--- src/design/jses_pkg.sv ---
`timescale 1ns / 1ps

package jses_pkg;

  localparam int unsigned MaxBytes = 7;
  localparam int unsigned CntW     = 3;
  localparam int unsigned EncBytes = 6;

  localparam logic [7:0] REPL_RESET  = 8'h3F;
  localparam logic [7:0] CH_CTRL_LIM = 8'h20;
  localparam logic [7:0] CH_QUOTE    = 8'h22;
  localparam logic [7:0] CH_BSLASH   = 8'h5C;
  localparam logic [7:0] CH_BS       = 8'h08;
  localparam logic [7:0] CH_FF       = 8'h0C;
  localparam logic [7:0] CH_NL       = 8'h0A;
  localparam logic [7:0] CH_CR       = 8'h0D;
  localparam logic [7:0] CH_TAB      = 8'h09;
  localparam logic [7:0] CH_LO_B     = 8'h62;
  localparam logic [7:0] CH_LO_F     = 8'h66;
  localparam logic [7:0] CH_LO_N     = 8'h6E;
  localparam logic [7:0] CH_LO_R     = 8'h72;
  localparam logic [7:0] CH_LO_T     = 8'h74;
  localparam logic [7:0] CH_LO_U     = 8'h75;
  localparam logic [7:0] CH_ZERO     = 8'h30;
  localparam logic [7:0] UTF_CONT    = 8'h80;
  localparam logic [7:0] UTF_LEAD2   = 8'hC0;
  localparam logic [7:0] UTF_LEAD3   = 8'hE0;
  localparam logic [7:0] UTF_LEAD4   = 8'hF0;

  localparam logic [5:0]  SURR_HI_TAG = 6'b110110;
  localparam logic [5:0]  SURR_LO_TAG = 6'b110111;
  localparam logic [20:0] SUPP_BASE   = 21'h10000;

  typedef struct packed {
    logic [15:0] code_unit;
    logic        end_of_string;
  } in_t;

  typedef struct packed {
    logic [7:0] out_byte;
    logic       last_of_run;
    logic       string_done;
  } out_t;

  typedef logic [MaxBytes-1:0][7:0] run_bytes_t;

  // encoder result towards the run register and the surrogate holding register
  typedef struct packed {
    run_bytes_t      bytes;
    logic [CntW-1:0] cnt;
    logic            pend_valid;
    logic [9:0]      pend_high;
  } enc_res_t;

  function automatic logic [7:0] hex_lower(input logic [3:0] v);
    logic [7:0] r;
    if (v < 4'd10) begin
      r = 8'h30 + {4'h0, v};
    end else begin
      r = 8'h61 + {4'h0, v} - 8'd10;
    end
    return r;
  endfunction

endpackage

--- src/design/jses_encode.sv ---
`timescale 1ns / 1ps

module jses_encode (
  input  jses_pkg::in_t      unit_i,
  input  logic               pend_valid_i,
  input  logic [9:0]         pend_high_i,
  input  logic [7:0]         repl_i,
  output jses_pkg::enc_res_t res_o
);

  logic [15:0] u;
  logic        is_hi;
  logic        is_lo;
  logic        pair;
  logic        prefix;
  logic [20:0] cp;
  logic [jses_pkg::EncBytes-1:0][7:0] e;
  logic [jses_pkg::CntW-1:0] ecnt;

  assign u     = unit_i.code_unit;
  assign is_hi = (u[15:10] == jses_pkg::SURR_HI_TAG);
  assign is_lo = (u[15:10] == jses_pkg::SURR_LO_TAG);
  assign pair  = pend_valid_i && is_lo;
  // a waiting high surrogate that finds no partner is replaced first
  assign prefix = pend_valid_i && !is_lo;
  assign cp    = jses_pkg::SUPP_BASE + {1'b0, pend_high_i, u[9:0]};

  // bytes of the unit on its own
  always_comb begin
    e    = '0;
    ecnt = '0;
    if (u < 16'h0080) begin
      if ((u[7:0] < jses_pkg::CH_CTRL_LIM) || (u[7:0] == jses_pkg::CH_QUOTE) ||
          (u[7:0] == jses_pkg::CH_BSLASH)) begin
        e[0] = jses_pkg::CH_BSLASH;
        ecnt = 3'd2;
        case (u[7:0])
          jses_pkg::CH_QUOTE:  e[1] = jses_pkg::CH_QUOTE;
          jses_pkg::CH_BSLASH: e[1] = jses_pkg::CH_BSLASH;
          jses_pkg::CH_BS:     e[1] = jses_pkg::CH_LO_B;
          jses_pkg::CH_FF:     e[1] = jses_pkg::CH_LO_F;
          jses_pkg::CH_NL:     e[1] = jses_pkg::CH_LO_N;
          jses_pkg::CH_CR:     e[1] = jses_pkg::CH_LO_R;
          jses_pkg::CH_TAB:    e[1] = jses_pkg::CH_LO_T;
          default: begin
            e[1] = jses_pkg::CH_LO_U;
            e[2] = jses_pkg::CH_ZERO;
            e[3] = jses_pkg::CH_ZERO;
            e[4] = jses_pkg::hex_lower(u[7:4]);
            e[5] = jses_pkg::hex_lower(u[3:0]);
            ecnt = 3'd6;
          end
        endcase
      end else begin
        e[0] = u[7:0];
        ecnt = 3'd1;
      end
    end else if (u < 16'h0800) begin
      e[0] = jses_pkg::UTF_LEAD2 | {3'b000, u[10:6]};
      e[1] = jses_pkg::UTF_CONT | {2'b00, u[5:0]};
      ecnt = 3'd2;
    end else if (is_hi) begin
      // held for its partner unless the string ends here
      if (unit_i.end_of_string) begin
        e[0] = repl_i;
        ecnt = 3'd1;
      end
    end else if (is_lo) begin
      e[0] = repl_i;
      ecnt = 3'd1;
    end else begin
      e[0] = jses_pkg::UTF_LEAD3 | {4'h0, u[15:12]};
      e[1] = jses_pkg::UTF_CONT | {2'b00, u[11:6]};
      e[2] = jses_pkg::UTF_CONT | {2'b00, u[5:0]};
      ecnt = 3'd3;
    end
  end

  always_comb begin
    res_o.pend_high = u[9:0];
    if (pair) begin
      res_o.bytes    = '0;
      res_o.bytes[0] = jses_pkg::UTF_LEAD4 | {5'b00000, cp[20:18]};
      res_o.bytes[1] = jses_pkg::UTF_CONT | {2'b00, cp[17:12]};
      res_o.bytes[2] = jses_pkg::UTF_CONT | {2'b00, cp[11:6]};
      res_o.bytes[3] = jses_pkg::UTF_CONT | {2'b00, cp[5:0]};
      res_o.cnt        = 3'd4;
      res_o.pend_valid = 1'b0;
    end else begin
      if (prefix) begin
        res_o.bytes = {e, repl_i};
        res_o.cnt   = ecnt + 3'd1;
      end else begin
        res_o.bytes = {8'h00, e};
        res_o.cnt   = ecnt;
      end
      res_o.pend_valid = is_hi && !unit_i.end_of_string;
    end
  end

endmodule

--- src/design/json_string_escape_utf8.sv ---
`timescale 1ns / 1ps

// channel  | direction | ports                    | beat
// ---------+-----------+--------------------------+---------------------------------
// in       | input     | in_valid, in_stall       | one UTF-16 code unit + end flag
// out      | output    | out_valid, out_stall     | one escaped UTF-8 byte + flags
// cfg      | input     | cfg_we, cfg_wdata        | replacement byte
//
// A unit is held in the input register, is encoded on its way into the run
// register, and leaves there at one byte per cycle unless out_stall holds it, over
// the single output byte lane; a unit makes 1 to 7 bytes, loaded as the last leaves.
// A unit that makes no byte still goes through the input register, but
// passes on without occupying the run register.
// rst_n (synchronous) clears both registers, the held surrogate and restores '?'.
// A stall on the output holds the current byte and backs up into in_stall.
module json_string_escape_utf8 (
  input  logic           clk,
  input  logic           rst_n,
  input  logic           in_valid,
  output logic           in_stall,
  input  jses_pkg::in_t  in_data,
  output logic           out_valid,
  input  logic           out_stall,
  output jses_pkg::out_t out_data,
  input  logic           cfg_we,
  input  logic [7:0]     cfg_wdata
);

  logic [7:0]           repl_byte_r;
  logic                 a_valid_r, a_valid_nxt;
  jses_pkg::in_t        a_data_r;
  logic                 pend_valid_r;
  logic [9:0]           pend_high_r;
  logic                 b_valid_r, b_valid_nxt;
  jses_pkg::run_bytes_t b_bytes_r;
  logic [jses_pkg::CntW-1:0] b_cnt_r;
  logic [jses_pkg::CntW-1:0] b_idx_r, b_idx_nxt;
  logic                 b_eos_r;
  jses_pkg::enc_res_t   enc;
  logic                 accept, pop, b_tail, b_free, a_move, b_load;

  jses_encode u_enc (
    .unit_i       (a_data_r),
    .pend_valid_i (pend_valid_r),
    .pend_high_i  (pend_high_r),
    .repl_i       (repl_byte_r),
    .res_o        (enc)
  );

  assign pop    = b_valid_r && !out_stall;
  assign b_tail = (b_idx_r == (b_cnt_r - 3'd1));
  assign b_free = !b_valid_r || (pop && b_tail);
  assign a_move = a_valid_r && (b_free || (enc.cnt == '0));
  assign b_load = a_move && (enc.cnt != '0);
  assign in_stall = a_valid_r && !a_move;
  assign accept   = in_valid && !in_stall;

  always_comb begin
    a_valid_nxt = a_valid_r;
    if (accept) begin
      a_valid_nxt = 1'b1;
    end else if (a_move) begin
      a_valid_nxt = 1'b0;
    end
  end

  always_comb begin
    b_valid_nxt = b_valid_r;
    b_idx_nxt   = b_idx_r;
    if (b_load) begin
      b_valid_nxt = 1'b1;
      b_idx_nxt   = '0;
    end else if (pop) begin
      if (b_tail) begin
        b_valid_nxt = 1'b0;
      end else begin
        b_idx_nxt = b_idx_r + 3'd1;
      end
    end
  end

  always_ff @(posedge clk) begin
    if (!rst_n) begin
      repl_byte_r  <= jses_pkg::REPL_RESET;
      a_valid_r    <= 1'b0;
      b_valid_r    <= 1'b0;
      b_idx_r      <= '0;
      pend_valid_r <= 1'b0;
      pend_high_r  <= '0;
    end else begin
      a_valid_r <= a_valid_nxt;
      b_valid_r <= b_valid_nxt;
      b_idx_r   <= b_idx_nxt;
      if (cfg_we) begin
        repl_byte_r <= cfg_wdata;
      end
      if (a_move) begin
        pend_valid_r <= enc.pend_valid;
        pend_high_r  <= enc.pend_high;
      end
    end
  end

  always_ff @(posedge clk) begin
    if (accept) begin
      a_data_r <= in_data;
    end
    if (b_load) begin
      b_bytes_r <= enc.bytes;
      b_cnt_r   <= enc.cnt;
      b_eos_r   <= a_data_r.end_of_string;
    end
  end

  assign out_valid            = b_valid_r;
  assign out_data.out_byte    = b_bytes_r[b_idx_r];
  assign out_data.last_of_run = b_tail;
  assign out_data.string_done = b_tail && b_eos_r;

endmodule

--- config.mk ---
export PLATFORM = sky130hd
export DESIGN_NAME = json_string_escape_utf8
export DESIGN_NICKNAME = d
export VERILOG_FILES = /design/src/design/jses_pkg.sv /design/src/design/jses_encode.sv /design/src/design/json_string_escape_utf8.sv
export SDC_FILE = /design/constraint.sdc
export NUM_CORES = 1
export LEC_CHECK = 0
export ABC_AREA = 1
export BUFFER_PORTS_ARGS = -buffer_cell sky130_fd_sc_hd__buf_2
export CAP_MARGIN = 10
export CORE_MARGIN = 2
export CORE_UTILIZATION = 60
export CTS_BUF_LIST = sky130_fd_sc_hd__clkbuf_4
export CTS_CLUSTER_SIZE = 14
export DETAILED_ROUTE_END_ITERATION = 7
export PLACE_DENSITY_LB_ADDON = 0.08
export SYNTH_ARGS = -nofsm -noshare
export SYNTH_HDL_FRONTEND = slang
export SYNTH_HIERARCHICAL = 1
export SYNTH_SLANG_ARGS = --single-unit
export TNS_END_PERCENT = 30
--- constraint.sdc ---
create_clock -name clk -period 4.2 [get_ports clk]
set_input_delay 0.84 -clock clk [delete_from_list [all_inputs] [get_ports clk]]
set_output_delay 0.84 -clock clk [all_outputs]
set_load 0.01 [all_outputs]
Word level (Yosys, flattened, before mapping)
Cells that the tools add are included.
- flip-flop bits (word level): 101
- input bits: 30
- order comparisons: 6
- reductions and logical operators: 30
- add/subtract/negate cells: 10
- multiplexer cells: 31
- equal/unequal tests: 10
- bitwise operators: 3
- operators with widths (operator ; number):
    two-way mux 8 bit ; 8
    two-way mux 51 bit ; 1
    one-hot mux 7 bit (7 select lines) ; 1
    two-way mux 16 bit ; 3
    two-way mux 24 bit ; 2
    == test 8 x 4 -> 1 bit, second input constant ; 5
    two-way mux 40 bit ; 1
    two-way mux 34 bit ; 1
    two-way mux 32 bit ; 1
    binary-select mux 8 bit (select 3 bit) ; 1
    adder 17 x 20 -> 21 bit, first input constant ; 1
    adder 7 x 4 -> 8 bit, first input constant ; 2
    less-than comparator 16 x 12 -> 1 bit, second input constant ; 1
    less-than comparator 16 x 8 -> 1 bit, second input constant ; 1
    subtractor 8 x 4 -> 8 bit, second input constant ; 2
    two-way mux 3 bit ; 5
    adder 6 x 4 -> 7 bit, first input constant ; 2
    == test 6 bit, second input constant ; 2
    logical AND 1 bit ; 10
    == test 8 x 6 -> 1 bit, second input constant ; 1
    == test 8 x 7 -> 1 bit, second input constant ; 1
    less-than comparator 4 bit, second input constant ; 2
    less-than comparator 8 x 6 -> 1 bit, second input constant ; 1
    OR reduction 7 bit ; 1
    other kinds (14) ; 34

Longest topological paths before layout
- depth in word-level cells: 16
- depth in mapped cells: 20

Modules after synthesis
The synthesis kept the hierarchy.
- by module, submodules not included (module ; times used ; cells each ; sequential area each (µm²) ; area an instance (µm²)):
    json_string_escape_utf8 ; 1 ; 347 ; 2792.7 ; 3978.8
    jses_encode ; 1 ; 344 ; 0.0 ; 1778.0

Worst setup path after synthesis
No wires, ideal clock.
- path kind: register to register
- from: register a_data_r[1] in the netlist's numbering
- to: register b_bytes_r[0] in the netlist's numbering (enable)
- stages on the path, launching flop included: 17
- data required time: 3786 ps
- buffers on the path: 0
- clock period less this slack: 3541 ps
- setup slack: 659 ps
- data arrival time: 3127 ps
- cells stage by stage: edfxtp_1 > inv_1 > ha_1 > nand2_1 > inv_1 > nand3_2 > nand2_1 > nor2_1 > nand2_1 > nand2_1 > ha_1 > nand2_1 > nand2_1 > nor3_1 > inv_1 > nand3_1 > inv_1
- RTL lines (item ; RTL line ; RTL):
    start: declaration ; json_string_escape_utf8.sv:31 ; jses_pkg::in_t a_data_r;
    start signal: assignment ; json_string_escape_utf8.sv:106 ; a_data_r <= in_data;
    end signal: assignment ; json_string_escape_utf8.sv:109 ; b_bytes_r <= enc.bytes;
    end: declaration ; json_string_escape_utf8.sv:35 ; jses_pkg::run_bytes_t b_bytes_r;

==> flow_metrics.py <==
metrics = {
    "sta": {
        "fin_crit_sh_pct": 91.4,
        "tightest_slew_ps": 834,
        "setup_viol": 0,
        "worst_slack_ps": 362,
        "period_needed_ps": 3840,
        "fin_skew_ps": 22.9,
        "max_slew_margin_pct": 44.3,
        "fin_setup_tns_ps": 0,
        "hold_violations": 0,
        "fmax_mhz": 261,
        "maxSlewViolCount": 0,
        "rsz0062_at_grt": "no",
    },
    "power": {
        "p_sw_share_pct": 29.3,
        "p_seq_share_pct": 61.4,
        "power.internal_mw": 1.36,
        "ir_drop_uv": 166,
        "power_density_nw_per_um2": 318,
        "p_clk_share_pct": 24.6,
        "p_leak_nw": 2.75,
        "comb_power_share_pct": 14.0,
        "p_sw_mw": 0.564,
    },
    "synth": {
        "yosysUniqueCellTypes": 42,
        "ys_seq_elements": 101,
        "ys_seq_area_share_pct": 48.5,
        "yosys_warnings": 6,
        "syn_area_um2": 5760,
        "ys.flop_type": "edfxtp_1",
        "synth_edf_count": 77,
        "async_reset_ff_share_pct": 0,
        "synth_cells": 691,
        "synth.avg_cell_area_um2": 8.33,
    },
    "clock_tree": {
        "clock_latency_ps": 440,
        "cts.sinks": 101,
        "path_clk_slew_ps": 160,
        "ctsHtreeMaxLevel": 3,
        "cts_made_buffers": 9,
        "clock_path_buffers": 2,
        "clockRootBuffer": "clkbuf_4",
        "cts_tree": "done",
    },
    "floorplan": {
        "io_pins": 42,
        "rows": 35,
        "die_h_um": 102,
        "design.core.area_um2": 9280,
        "start_util_pct": 62.0,
        "die_w_um": 102,
        "die_area_um2": 10400,
    },
    "outcome": {
        "status": "complete, no violations",
    },
    "placement": {
        "place.gp.congestion": 0.929,
        "dp_hpwl_mm": 10.3,
        "place_ws_ps": 769,
        "port_buffers": 41,
    },
    "final_layout": {
        "nNetsFinal": 758,
        "drive_gt1_share_pct": 16.5,
        "multi_input_area_um2": 2350,
        "area_growth_pct": 5.33,
        "nFillCells": 841,
        "insertedDiodeCount": 0,
        "ff_latch_area_um2": 2790,
    },
    "routing": {
        "dr_total_vias": 4553,
        "first_pass_iters": 6,
        "remaining_drc_errors": 0,
        "avgRoutedWirePerCell_um": 16.2,
        "routed_via_density": 5.35,
        "final_antenna_net_count": 0,
        "drt_iter0_markers": 308,
        "wirelength_mm": 13.8,
    },
    "critical_path": {
        "arrival_ps": 3000,
        "rr_worst_depth": 18,
        "worstSetupStartpointType": "register",
        "crit_start": "a_data_r[13]$_DFFE_PP_",
        "worstSetupEndpointType": "output port",
        "crit_type": "register to output port",
        "cp.required_ps": 3360,
        "r2r_start": "a_data_r[5]$_DFFE_PP_",
        "critPathMaxFanout": 11,
    },
    "worst_hold_path": {
        "hold_depth": 2,
        "hold_path.class": "register to register",
        "worstHoldStart": "repl_byte_r[3]$_SDFFE_PN1P_",
    },
    "global_route": {
        "antenna_found_initial": 0,
        "grt_max_degree": 29,
        "grt_usage_pct": 28.1,
        "grt_pass1_vias": 4280,
        "grt_pass1_wl_mm": 21.9,
        "grt_overflow": 0,
    },
    "job": {
        "drv_cap": 0,
    },
}
## power by group through the flow
stage | clock, mW | combinational (mW) | sequential, mW
floorplan | 0 | 0.207 | 1.19
global placement | 0 | 0.257 | 1.20
detailed placement | 0 | 0.261 | 1.21
CTS | 0.483 | 0.262 | 1.18
global route | 0.523 | 0.305 | 1.19
finish | 0.474 | 0.270 | 1.18
## cell usage after synthesis (3+ instances only)
| cell | count | share of area (%) |
|---|---|---|
| inv_2 | 7 | 0.46 |
| nand2_1 | 149 | 9.7 |
| inv_1 | 73 | 4.8 |
| a31oi_1 | 8 | 0.87 |
| nand2_2 | 15 | 1.6 |
| nor3_1 | 9 | 0.78 |
| clkbuf_1 | 7 | 0.46 |
| o21ai_0 | 42 | 3.7 |
| ha_1 | 11 | 2.4 |
| a211oi_1 | 8 | 1.0 |
| nor2_4 | 4 | 0.78 |
| buf_6 | 4 | 0.78 |
| nor2_1 | 106 | 6.9 |
| nand3_1 | 55 | 4.8 |
| nand4_1 | 5 | 0.54 |
| a21oi_1 | 13 | 1.1 |
| nand3_2 | 5 | 0.87 |
| a22oi_1 | 5 | 0.65 |
| dfxtp_1 | 24 | 8.3 |
| xor2_1 | 3 | 0.46 |
| nand2_4 | 3 | 0.59 |
| nand3_4 | 4 | 1.2 |
| buf_4 | 22 | 2.9 |
| edfxtp_1 | 77 | 40 |
| buf_2 | 10 | 0.87 |
## through the flow
| stage | power, mW | instances | util (%) | hold slack, ps | instance area [um^2] |
|---|---|---|---|---|---|
| floorplan | 1.40 | 698 | - | 429 | 5780 |
| global placement | 1.46 | 829 | 63.5 | 446 | 5890 |
| detailed placement | 1.47 | 829 | 63.5 | 456 | 5890 |
| CTS | 1.93 | 845 | 64.8 | 489 | 6020 |
| global route | 2.02 | 851 | 65.3 | 497 | 6060 |
| finish | 1.93 | 851 | 65.3 | 485 | 6060 |
## cells by family after synthesis
kind of cell | Yosys count | share of synthesized area (%)
AND/OR/NAND/NOR | 360 | 28.6
flip-flops | 101 | 48.5
other | 1 | 0.0651
XOR/XNOR | 5 | 0.761
AO/OA/AOI/OAI | 84 | 8.43
adder cells (fa/ha/maj) | 11 | 2.39
buffers and inverters | 129 | 11.2
## metal layers
| metal | track usage [%] | part of all wire [%] | vias up |
|---|---|---|---|
| met3 | 4.31 | 4.5 | 12 |
| met1 | 37.2 | 45 | 2122 |
| met4 | 7.49 | 1.5 | 0 |
| li1 | - | - | 2285 |
| met2 | 48.4 | 49 | 134 |
| met5 | 0 | 0 | - |
## timing repair
| action | 4_1_cts | 5_1_grt |
|---|---|---|
| endpoints found under the setup margin | 0 | 1 |
| hold buffers | 0 | 0 |
| setup buffers | 0 | 6 |
| gates resized for setup | 0 | 2 |
## registers in the layout (all words and copies together) (netlist names)
register	cells
b_bytes_r	56
b_idx_r	3
a_data_r	17
repl_byte_r	8
pend_valid_r	1
pend_high_r	10
out_valid	1
a_valid_r	1
b_cnt_r	3
b_eos_r	1
## final cells by class
class / count / share of cell area (%)
Sequential cell: 101 / 46.1
Multi-Input combinational cell: 468 / 38.7
Inverter: 84 / 5.45
Timing Repair Buffer: 53 / 5.08
Tap cell: 129 / 2.66
Clock buffer: 9 / 1.11
Clock inverter: 7 / 0.949
## critical path, cell delays in order (launching register included)
cell      delay [ps]
edfxtp_1         440
nor2_1           140
nand2_1           80
nor2_1           120
buf_4            200
nand2_2          170
inv_2            150
nand2_1          120
nand2_1          120
ha_1             170
nand2_1           50
nand2_1           80
nand3_1          110
nor3_1           160
inv_1            120
nand4_1          140
inv_1             50
buf_2            130
## layout by cell type, fill, tap and decap left out, types with 11 or more instances in the layout
cell,instances
buf_2,41
nand2_2,16
dfxtp_1,24
nor2_1,106
nand3_1,55
o21ai_0,42
edfxtp_1,77
a21oi_1,13
inv_1,71
ha_1,11
buf_4,11
nand2_1,148
## worst paths after layout
check | endpoint | slack (ps)
setup / recovery | in_stall | 360
hold / removal | repl_byte_r[3]$_SDFFE_PN1P_ | 490
setup reg to reg | b_bytes_r[45]$_DFFE_PP_ | 880
hold reg to reg | repl_byte_r[3]$_SDFFE_PN1P_ | 490
Note: power is estimated with default switching activity, not from simulation.
